**src/hdl/sldf_pkg.sv**
```systemverilog
// Shared types and constants for the sync/length frame deframer.
// No dependencies; used by every other file of the block.
`timescale 1ns / 1ps
`default_nettype none

package sldf_pkg;

  // Default header length in bytes (sync, length, id, format, spare bytes).
  localparam int HEADER_BYTES_DEF = 16;

  // Header offsets of the fields after the four sync bytes.
  localparam int OFS_FIRST_AFTER_SYNC = 4;
  localparam int OFS_LEN_LO           = 4;
  localparam int OFS_LEN_HI           = 5;
  localparam int OFS_ID_LO            = 6;
  localparam int OFS_ID_HI            = 7;
  localparam int OFS_FORMAT           = 8;

  // One result item as it leaves the deframer.
  typedef struct packed {
    logic        empty_frame;
    logic        last_of_frame;
    logic        first_of_frame;
    logic [7:0]  format_code;
    logic [15:0] message_id;
    logic [7:0]  payload_byte;
  } result_t;

endpackage : sldf_pkg

`default_nettype wire

```
**src/hdl/sldf_core.sv**
```systemverilog
// Deframer state machine: sync hunt, header parse and payload marking.
// Depends on sldf_pkg for the result type and header offsets.
`timescale 1ns / 1ps
`default_nettype none

module sldf_core #(
  parameter int HEADER_BYTES = sldf_pkg::HEADER_BYTES_DEF
) (
  input  wire logic              clk,
  input  wire logic              rst,
  input  wire logic              accept,
  input  wire logic [7:0]        rx_byte,
  input  wire logic [31:0]       sync_pattern,
  output logic                   res_valid,
  output sldf_pkg::result_t      res
);

  localparam int HPOS_W = $clog2(HEADER_BYTES);

  localparam logic [1:0] PH_HUNT    = 2'd0;
  localparam logic [1:0] PH_HEADER  = 2'd1;
  localparam logic [1:0] PH_PAYLOAD = 2'd2;

  localparam logic [HPOS_W-1:0] POS_START  = HPOS_W'(sldf_pkg::OFS_FIRST_AFTER_SYNC);
  localparam logic [HPOS_W-1:0] POS_LEN_LO = HPOS_W'(sldf_pkg::OFS_LEN_LO);
  localparam logic [HPOS_W-1:0] POS_LEN_HI = HPOS_W'(sldf_pkg::OFS_LEN_HI);
  localparam logic [HPOS_W-1:0] POS_ID_LO  = HPOS_W'(sldf_pkg::OFS_ID_LO);
  localparam logic [HPOS_W-1:0] POS_ID_HI  = HPOS_W'(sldf_pkg::OFS_ID_HI);
  localparam logic [HPOS_W-1:0] POS_FORMAT = HPOS_W'(sldf_pkg::OFS_FORMAT);
  localparam logic [HPOS_W-1:0] POS_LAST   = HPOS_W'(HEADER_BYTES - 1);

  logic [1:0]        phase,  phase_next;
  logic [23:0]       window, window_next;
  logic [1:0]        fill,   fill_next;
  logic [HPOS_W-1:0] hpos,   hpos_next;
  logic [15:0]       length, length_next;
  logic [15:0]       id,     id_next;
  logic [7:0]        fmt,    fmt_next;
  logic [15:0]       remain, remain_next;
  logic [15:0]       remain_dec;

  assign remain_dec = (remain != 16'd0) ? remain - 16'd1 : remain;

  // Next-state and result logic for one accepted byte.
  always_comb begin
    phase_next  = phase;
    window_next = window;
    fill_next   = fill;
    hpos_next   = hpos;
    length_next = length;
    id_next     = id;
    fmt_next    = fmt;
    remain_next = remain;
    res_valid   = 1'b0;
    res         = '0;

    unique case (phase)
      PH_HEADER: begin
        if (hpos == POS_LEN_LO) length_next = {length[15:8], rx_byte};
        if (hpos == POS_LEN_HI) length_next = {rx_byte, length[7:0]};
        if (hpos == POS_ID_LO)  id_next     = {id[15:8], rx_byte};
        if (hpos == POS_ID_HI)  id_next     = {rx_byte, id[7:0]};
        if (hpos == POS_FORMAT) fmt_next    = rx_byte;
        if (hpos == POS_LAST) begin
          hpos_next = '0;
          if (length_next == 16'd0) begin
            // Zero-length frame: one marker result, then hunt again.
            res_valid          = 1'b1;
            res.message_id     = id_next;
            res.format_code    = fmt_next;
            res.first_of_frame = 1'b1;
            res.last_of_frame  = 1'b1;
            res.empty_frame    = 1'b1;
            phase_next  = PH_HUNT;
            window_next = '0;
            fill_next   = '0;
          end else begin
            remain_next = length_next;
            phase_next  = PH_PAYLOAD;
          end
        end else begin
          hpos_next = hpos + HPOS_W'(1);
        end
      end
      PH_PAYLOAD: begin
        res_valid          = 1'b1;
        res.payload_byte   = rx_byte;
        res.message_id     = id;
        res.format_code    = fmt;
        res.first_of_frame = (remain == length);
        res.last_of_frame  = (remain <= 16'd1);
        remain_next = remain_dec;
        if (remain_dec == 16'd0) begin
          phase_next  = PH_HUNT;
          window_next = '0;
          fill_next   = '0;
        end
      end
      default: begin
        // Hunting; the unused phase code behaves the same way.
        phase_next = PH_HUNT;
        if (fill == 2'd3 && {window, rx_byte} == sync_pattern) begin
          phase_next  = PH_HEADER;
          hpos_next   = POS_START;
          window_next = '0;
          fill_next   = '0;
        end else begin
          window_next = {window[15:0], rx_byte};
          if (fill != 2'd3) fill_next = fill + 2'd1;
        end
      end
    endcase
  end

  // State registers advance only on an accepted byte.
  always_ff @(posedge clk) begin
    if (rst) begin
      phase  <= PH_HUNT;
      window <= '0;
      fill   <= '0;
      hpos   <= '0;
      length <= '0;
      id     <= '0;
      fmt    <= '0;
      remain <= '0;
    end else if (accept) begin
      phase  <= phase_next;
      window <= window_next;
      fill   <= fill_next;
      hpos   <= hpos_next;
      length <= length_next;
      id     <= id_next;
      fmt    <= fmt_next;
      remain <= remain_next;
    end
  end

endmodule : sldf_core

`default_nettype wire

```
**src/hdl/sldf_out_queue.sv**
```systemverilog
// Two-entry result queue that decouples the deframer from the output stream.
// Depends on sldf_pkg for the result type.
`timescale 1ns / 1ps
`default_nettype none

module sldf_out_queue (
  input  wire logic              clk,
  input  wire logic              rst,
  input  wire logic              push,
  input  wire sldf_pkg::result_t push_data,
  output logic                   not_full,
  output logic                   pop_valid,
  input  wire logic              pop_ready,
  output sldf_pkg::result_t      pop_data
);

  sldf_pkg::result_t entry [2];
  logic       wr_ptr;
  logic       rd_ptr;
  logic [1:0] count;
  logic       pop;

  assign not_full  = (count != 2'd2);
  assign pop_valid = (count != 2'd0);
  assign pop_data  = entry[rd_ptr];
  assign pop       = pop_valid && pop_ready;

  // Storage is written at the tail; no reset is needed for payload.
  always_ff @(posedge clk) begin
    if (push) entry[wr_ptr] <= push_data;
  end

  // Pointers and occupancy count.
  always_ff @(posedge clk) begin
    if (rst) begin
      wr_ptr <= 1'b0;
      rd_ptr <= 1'b0;
      count  <= 2'd0;
    end else begin
      if (push) wr_ptr <= ~wr_ptr;
      if (pop)  rd_ptr <= ~rd_ptr;
      if (push && !pop)      count <= count + 2'd1;
      else if (pop && !push) count <= count - 2'd1;
    end
  end

endmodule : sldf_out_queue

`default_nettype wire

```
**src/hdl/sync_length_frame_deframer.sv**
```systemverilog
// Sync-word, length-prefixed byte deframer, top level.
// A payload result is written into the output queue at the edge that accepts its byte.
// Throughput: one byte per cycle; the two-entry output queue keeps accepting
// while one result waits, and input ready drops only when both entries hold.
// Reset (rst, synchronous, active high) clears the hunt, the header state,
// the sync register and the queue; the block is ready the cycle after.
`timescale 1ns / 1ps
`default_nettype none

module sync_length_frame_deframer #(
  parameter int HEADER_BYTES = sldf_pkg::HEADER_BYTES_DEF
) (
  input  wire logic        clk,
  input  wire logic        rst,
  input  wire logic        s_tvalid,
  output logic             s_tready,
  input  wire logic [7:0]  s_tdata,   // [7:0] rx_byte
  output logic             m_tvalid,
  input  wire logic        m_tready,
  output logic [31:0]      m_tdata,   // [7:0] payload_byte, [23:8] message_id,
                                      // [31:24] format_code
  output logic             m_tlast,   // last_of_frame
  output logic [1:0]       m_tuser,   // [0] first_of_frame, [1] empty_frame
  input  wire logic        cfg_valid,
  output logic             cfg_ready,
  input  wire logic [31:0] cfg_data   // sync_pattern
);

  logic              accept;
  logic              res_valid;
  logic              not_full;
  logic [31:0]       sync_pattern;
  sldf_pkg::result_t res;
  sldf_pkg::result_t out_res;

  assign s_tready  = not_full;
  assign accept    = s_tvalid && s_tready;
  assign cfg_ready = 1'b1;

  // Sync pattern register.
  always_ff @(posedge clk) begin
    if (rst) sync_pattern <= '0;
    else if (cfg_valid && cfg_ready) sync_pattern <= cfg_data;
  end

  sldf_core #(
    .HEADER_BYTES(HEADER_BYTES)
  ) u_core (
    .clk         (clk),
    .rst         (rst),
    .accept      (accept),
    .rx_byte     (s_tdata),
    .sync_pattern(sync_pattern),
    .res_valid   (res_valid),
    .res         (res)
  );

  sldf_out_queue u_queue (
    .clk      (clk),
    .rst      (rst),
    .push     (accept && res_valid),
    .push_data(res),
    .not_full (not_full),
    .pop_valid(m_tvalid),
    .pop_ready(m_tready),
    .pop_data (out_res)
  );

  // Output packing.
  assign m_tdata = {out_res.format_code, out_res.message_id, out_res.payload_byte};
  assign m_tlast = out_res.last_of_frame;
  assign m_tuser = {out_res.empty_frame, out_res.first_of_frame};

  // An empty-frame marker is both first and last of its frame.
  assert property (@(posedge clk) disable iff (rst)
    (m_tvalid && m_tuser[1]) |-> (m_tlast && m_tuser[0]))
    else $error("empty frame marker without first/last marks");

  // An empty-frame marker carries a zero payload byte.
  assert property (@(posedge clk) disable iff (rst)
    (m_tvalid && m_tuser[1]) |-> (m_tdata[7:0] == 8'd0))
    else $error("empty frame marker with nonzero payload byte");

  // The queue is empty and ready right after reset.
  assert property (@(posedge clk) disable iff (rst)
    $past(rst) |-> (s_tready && !m_tvalid))
    else $error("deframer not idle after reset");

endmodule : sync_length_frame_deframer

`default_nettype wire

```
**config.mk**
```make
export PLATFORM = sky130hd
export DESIGN_NAME = sync_length_frame_deframer
export DESIGN_NICKNAME = d
export VERILOG_FILES = /design/src/hdl/sldf_pkg.sv /design/src/hdl/sldf_core.sv /design/src/hdl/sldf_out_queue.sv /design/src/hdl/sync_length_frame_deframer.sv
export SDC_FILE = /design/constraint.sdc
export NUM_CORES = 1
export LEC_CHECK = 0
export ABC_AREA = 1
export BUFFER_PORTS_ARGS = -buffer_cell sky130_fd_sc_hd__buf_2
export CAP_MARGIN = 20
export CORE_UTILIZATION = 50
export DETAILED_ROUTE_END_ITERATION = 8
export GPL_ROUTABILITY_DRIVEN = 0
export GPL_TIMING_DRIVEN = 0
export PLACE_DENSITY = 0.69
export SETUP_SLACK_MARGIN = 0.1
export SLEW_MARGIN = 10
export SYNTH_ARGS = -nofsm -noshare
export SYNTH_HDL_FRONTEND = slang
export SYNTH_SLANG_ARGS = --single-unit
```
**constraint.sdc**
```tcl
create_clock -name clk -period 11.6 [get_ports clk]
set_clock_uncertainty 0.1 [all_clocks]
set_input_delay 2.32 -clock clk [delete_from_list [all_inputs] [get_ports clk]]
set_output_delay 2.32 -clock clk [all_outputs]
set_load 0.01 [all_outputs]
```
==> results.yml, run 1 <==
global_route:
  grt_usage_pct: 26.3
  grt-ovfl-total: 0
  grt_first_pass_wirelength_mm: 41.0
  grt_pass1_vias: 7973
  grt_max_degree: 30
  antenna_found_initial: 0
critical_path:
  path_max_fanout: 5
  arrival_ns: 4.93
  start_kind: "input pin"
  crit_required_ns: 11.83
  critPathKind: "in -> reg"
  cp-end-kind: "flop"
pwr:
  power_leakage_nw: 4.67
  vdd_drop_max_mv: 0.108
  power_density_nw_per_um2: 129
logic_synthesis:
  synth_top_flop_cell: "dfxtp_1"
  synth-seq-cells: 195
  synth_area_leaders: "dfxtp_1 25%, edfxtp_1 21%, nand2_1 8.3%, nor2_1 7.7%, o21ai_0 5.3%"
  async_flop_share_pct: 0
  synth.most_common_cell: "nand2_1"
  syn_area_um2: 9880
  yosysTopAreaCell: "dfxtp_1"
  synthCells: 1269
  synth_cell_types: 40
  postSynthAreaPerCell_um2: 7.79
  synth_top_area_share_pct: 25.3
  synth_common_cells: "218 x nand2_1, 202 x nor2_1, 129 x inv_1"
  synth_fp_nets: 1324
  synth_edf_count: 70
  yosys_warnings: 0
  seq_area_frac_synth_pct: 46.6
floorplanning:
  initial_core_util_pct: 50.9
  dieArea_um2: 20300
  die_w_um: 143
  core_area_um2: 19400
  std_cell_rows: 51
  ios: 83
  die_h_um: 143
sta:
  fin_crit_sh_pct: 40.6
  finalSetupViolCount: 0
  fmax_ghz: 0.213
  fin_tns_setup_ns: 0
  finalWorstSetupSlack_ns: 6.89
  worst_slew_margin_rel_pct: 44.6
  grt_setup_unrepaired: "false"
  slew_violations: 0
  post-route-min-period_ns: 4.71
  hold_viol_final: 0
  worst_slew_pin_slew_ns: 0.822
route:
  drc: 0
  antenna_left: 0
  drt_first_pass_iters: 6
  drt-total-wl_mm: 25.6
  viasPerCell: 5.32
  drtIter0Drc: 886
  wl_per_cell_um: 15.5
  vias: 8767
hold_path:
  min-delay-path-class: "reg -> reg"
final_layout:
  drive_above_1_share_pct: 14.4
  insertedDiodeCount: 0
  nets: 1424
  area_growth_pct: 13.9
cts:
  cts_num_sinks: 195
  clock-root-buffer: "clkbuf_16"
  holdBufCountCts: 0
  cts_resized: 0
  h-tree-depth: 4
  worstSkewPairLatency_ns: 0.44
  clock_path_buffers: 2
  clk_pin_slew_ns: 0.07
  post-cts-setup-buffers: 0
  cts_made_buffers: 17
  cts_tree: "done"
place:
  post-place-ws_ns: 6.47
  numPortBuffers: 79
  dp_hpwl_mm: 18.3
run_status:
  status: "finished, final reports clean"
job:
  cap_viol_max_count: 0
## placed cells by master (no fill, tap or decap), types with 8 or more instances in the layout
| cell type | count |
|---|---|
| edfxtp_1 | 70 |
| clkbuf_16 | 17 |
| ha_1 | 10 |
| nor2_1 | 200 |
| buf_2 | 84 |
| a21oi_1 | 103 |
| a21oi_2 | 8 |
| inv_1 | 129 |
| o21ai_1 | 10 |
| nand4_1 | 12 |
| o22ai_1 | 10 |
| o21ai_0 | 105 |
| nand3_1 | 51 |
| nor2_2 | 12 |
| clkbuf_1 | 51 |
| nor3_1 | 12 |
| xor2_1 | 34 |
| mux2_2 | 35 |
| nand2_1 | 218 |
| dfxtp_1 | 125 |
| or2_1 | 24 |
## stage by stage
stage | util, % | total power [mW] | area, um^2 | cells | hold WS [ns]
after floorplan | - | 0.828 | 9880 | 1269 | 0.348
after global placement | 54.7 | 0.864 | 10600 | 1613 | 0.356
after detailed placement | 55.0 | 0.866 | 10700 | 1615 | 0.367
after CTS | 58.0 | 1.46 | 11300 | 1647 | 0.382
after global routing | 58.0 | 1.51 | 11300 | 1647 | 0.403
final | 58.0 | 1.45 | 11300 | 1647 | 0.382
## area by class of cell
type                       count  area, um^2
sequential                   195        4600
multi-input combinational    875        4500
fill                        1834        8150
clock inverter                13         146
tap                          265         332
timing repair buffer          81         435
clock buffer                  19         443
inverter                     135         507
buffer                        64         288
## power by group
part	internal [mW]	switching, mW
sequential	0.721	0.0144
clock	0.328	0.275
combinational	0.0444	0.0720
total	1.09	0.361
## sequential cells by signal, indices dropped and copies added (netlist names), named ones only
name and count:
u_core.phase 2, u_core.fmt 8, u_core.length 16, u_queue.count 2, u_core.remain 16, u_queue.rd_ptr 1, sync_pattern 32, u_queue.entry 70
u_queue.wr_ptr 1, u_core.window 24, u_core.fill 2, u_core.id 16, u_core.hpos 4
## routing by layer
layer,track usage [%],part of all wire [%],vias up
met4,11.4,3.6,0
met5,0,0,-
li1,-,-,4341
met3,5.28,7.8,74
met1,34.8,43,3954
met2,41.6,45,398
## final timing paths
| path | start | to | slack (ns) | depth (start not counted) |
|---|---|---|---|---|
| setup / recovery | s_tdata[4] | u_queue.count[1] | 6.89 | 17 |
| hold / removal | sync_pattern[4] | sync_pattern[4] | 0.38 | 2 |
| hold reg to reg | sync_pattern[4] | sync_pattern[4] | 0.38 | 2 |
| setup reg to reg | u_core.hpos[1] | u_queue.count[1] | 8.04 | 20 |
## critical path, cell delays in order
cell and delay, ns:
buf_2 0.18, inv_1 0.18, nand2_1 0.10, o21ai_1 0.14, nand2_1 0.12, nor2_1 0.05
nand2_1 0.10, nor2_4 0.05, nand2_2 0.09, nor2_4 0.05, o21ai_0 0.65, inv_1 0.11
ha_1 0.33, a21oi_1 0.11, o21ai_0 0.11, o21ai_0 0.17, a21oi_1 0.06
## kinds of logic (layout without fill, tap and decap cells)
| logic type | count (synthesis) | in the layout | synth area share, % |
|---|---|---|---|
| compound gates | 248 | 248 | 13.4 |
| xor+xnor | 35 | 35 | 3.10 |
| fa+ha+maj | 10 | 10 | 1.27 |
| buf+inv | 199 | 312 | 8.04 |
| flops | 195 | 195 | 46.6 |
| mux | 35 | 35 | 3.99 |
| other cells | 1 | 1 | 0.0380 |
| simple gates | 546 | 546 | 23.6 |
No activity file was read; power rests on OpenSTA's default activity.
==> run 2, diff against run 1 <==
PLACE_DENSITY = 0.71   (was 0.69)
clock period = 3.9 ns   (was 11.6 ns; I/O delays follow)
==> results.yml, run 2 (synthesis results as in run 1) <==
hold_path:
  min-delay-path-class: "reg -> reg"
cts:
  clock_path_buffers: 2
  clk_pin_slew_ns: 0.08
  clock-root-buffer: "clkbuf_16"
  cts_made_buffers: 17
  cts_num_sinks: 195
  worstSkewPairLatency_ns: 0.45
  cts_tree: "done"
  h-tree-depth: 4
  holdBufCountCts: 0
route:
  viasPerCell: 5.36
  antenna_left: 0
  met2WireLength_mm: 12.1
  routed-wl-met3_mm: 1.79
  drt_first_pass_iters: 7
  wl_per_cell_um: 15.6
  drtIter0Drc: 807
  wl_met1_mm: 11.2
  drc: 0
  drt-total-wl_mm: 25.8
  vias: 8820
  maxUsedRoutingLayer: "met4"
floorplanning:
  die_h_um: 143
  std_cell_rows: 51
  core_area_um2: 19400
  dieArea_um2: 20300
  initial_core_util_pct: 50.9
  ios: 83
  die_w_um: 143
final_layout:
  layoutNonFillerInstCount: 1647
  final_common_cell: "nand2_1"
  biggestRegsByFlops: "u_queue.entry: 70 flops, sync_pattern: 32 flops, u_core.window: 24 flops"
  nets: 1424
  area_growth_pct: 14.1
  final_cell_mix: "218 x nand2_1, 200 x nor2_1, 129 x inv_1"
  drive_above_1_share_pct: 14.5
  insertedDiodeCount: 0
  largest_reg_flops: 70
  regMostFlops: "u_queue.entry"
global_route:
  grt-ovfl-total: 0
  grt_first_pass_wirelength_mm: 40.8
  antenna_found_initial: 0
  grt_max_degree: 31
  grt_pass1_vias: 7986
  grt_usage_pct: 26.1
pwr:
  power_density_nw_per_um2: 386
  swShare_pct: 26.3
  p_int_mw: 3.20
  vdd_drop_max_mv: 0.337
  power_leakage_nw: 4.67
  clockPowerShare_pct: 41.7
  p_switching_mw: 1.14
  power_frac_seq_pct: 50.3
  p_comb_share_pct: 8.0
critical_path:
  cp-end-kind: "flop"
  crit_required_ns: 4.13
  path_max_fanout: 10
  cpMaxStageDelayCell: "dfxtp_1"
  start_kind: "flop"
  cpMostUsedCell: "nand2_1"
  max_stage_delay_ns: 0.41
  arrival_ns: 3.51
  worstPathCellList: "inv_1 > ha_1 > nor2_1 > nand2_4 > buf_6 > nand2_1 > o21ai_1 > nand2_1 > nor2_1 > nand2_1 > nor2_4 > nand2_2 > nor2_4 > o21ai_1 > inv_1 > ha_1 > a21oi_1 > o21ai_0 > o21ai_0 > a21oi_1"
  critPathKind: "reg -> reg"
place:
  place_inst: 1615
  dp_hpwl_mm: 18.4
  numPortBuffers: 79
run_status:
  status: "finished, final reports clean"
job:
  cap_viol_max_count: 0
sta:
  finalSetupViolCount: 0
  fin_crit_sh_pct: 83.9
  fin_tns_setup_ns: 0
  worst_slew_margin_rel_pct: 51.3
  hold_viol_final: 0
  post-route-min-period_ns: 3.27
  grt_setup_unrepaired: "false"
  slew_violations: 0
  fmax_ghz: 0.306
  worst_slew_pin_slew_ns: 0.730
## run 2: worst paths after layout
path	cells past startpoint	endpoint	from	slack, ns
setup / recovery	20	u_queue.count[1]	u_core.hpos[1]	0.63
hold / removal	2	sync_pattern[4]	sync_pattern[4]	0.38
setup reg to reg	20	u_queue.count[1]	u_core.hpos[1]	0.63
hold reg to reg	2	sync_pattern[4]	sync_pattern[4]	0.38
## run 2: worst max-delay path, delay by kind of cell, from the launching register on
| family | cells | cell delay [ns] |
|---|---|---|
| buffers and inverters | 3 | 0.34 |
| AND/OR/NAND/NOR | 9 | 0.82 |
| adder cells (fa/ha/maj) | 2 | 0.53 |
| AO/OA/AOI/OAI | 6 | 0.97 |
| flip-flops | 1 | 0.41 |
## run 2: timing repair
| item | CTS | global route |
|---|---|---|
| buffers inserted | 0 | 0 |
| setup endpoints to repair | 0 | 1 |
| resized for setup | 0 | 1 |
## run 2: power groups by stage
| stage | registers (mW) | clock network [mW] | logic [mW] |
|---|---|---|---|
| finish | 2.19 | 1.81 | 0.346 |
| global route | 2.19 | 1.91 | 0.395 |
| CTS | 2.19 | 1.82 | 0.347 |
| detailed placement | 2.23 | 0 | 0.345 |
| global placement | 2.23 | 0 | 0.340 |
| floorplan | 2.22 | 0 | 0.244 |
## run 2: final cells by class
type / instances / area, um^2
repair buffers: 81 / 435
inverters: 135 / 507
clock inverters: 15 / 185
well taps: 265 / 332
flip-flops and latches: 195 / 4600
multi-input cells: 875 / 4500
plain buffers: 64 / 288
clock buffers: 17 / 425
fillers: 1815 / 8130
## run 2: through the flow
| step | hold WS [ns] | total power, mW | util (%) | setup WS (ns) | cell area (um^2) |
|---|---|---|---|---|---|
| 2_1_floorplan | 0.348 | 2.46 | - | 0.545 | 9880 |
| 3_3_place_gp | 0.355 | 2.57 | 54.7 | -0.409 | 10600 |
| 3_5_place_dp | 0.365 | 2.58 | 55.0 | 0.336 | 10700 |
| 4_1_cts | 0.377 | 4.36 | 58.1 | 0.399 | 11300 |
| 5_1_grt | 0.416 | 4.50 | 58.1 | 0.230 | 11300 |
| 6_report | 0.379 | 4.35 | 58.1 | 0.629 | 11300 |
## run 2: routing by layer
metal  global-route usage (%)  vias up
met4                     8.43        0
met1                     34.5     4058
met5                        0        -
met2                     43.0      363
met3                     4.85       63
li1                         -     4336
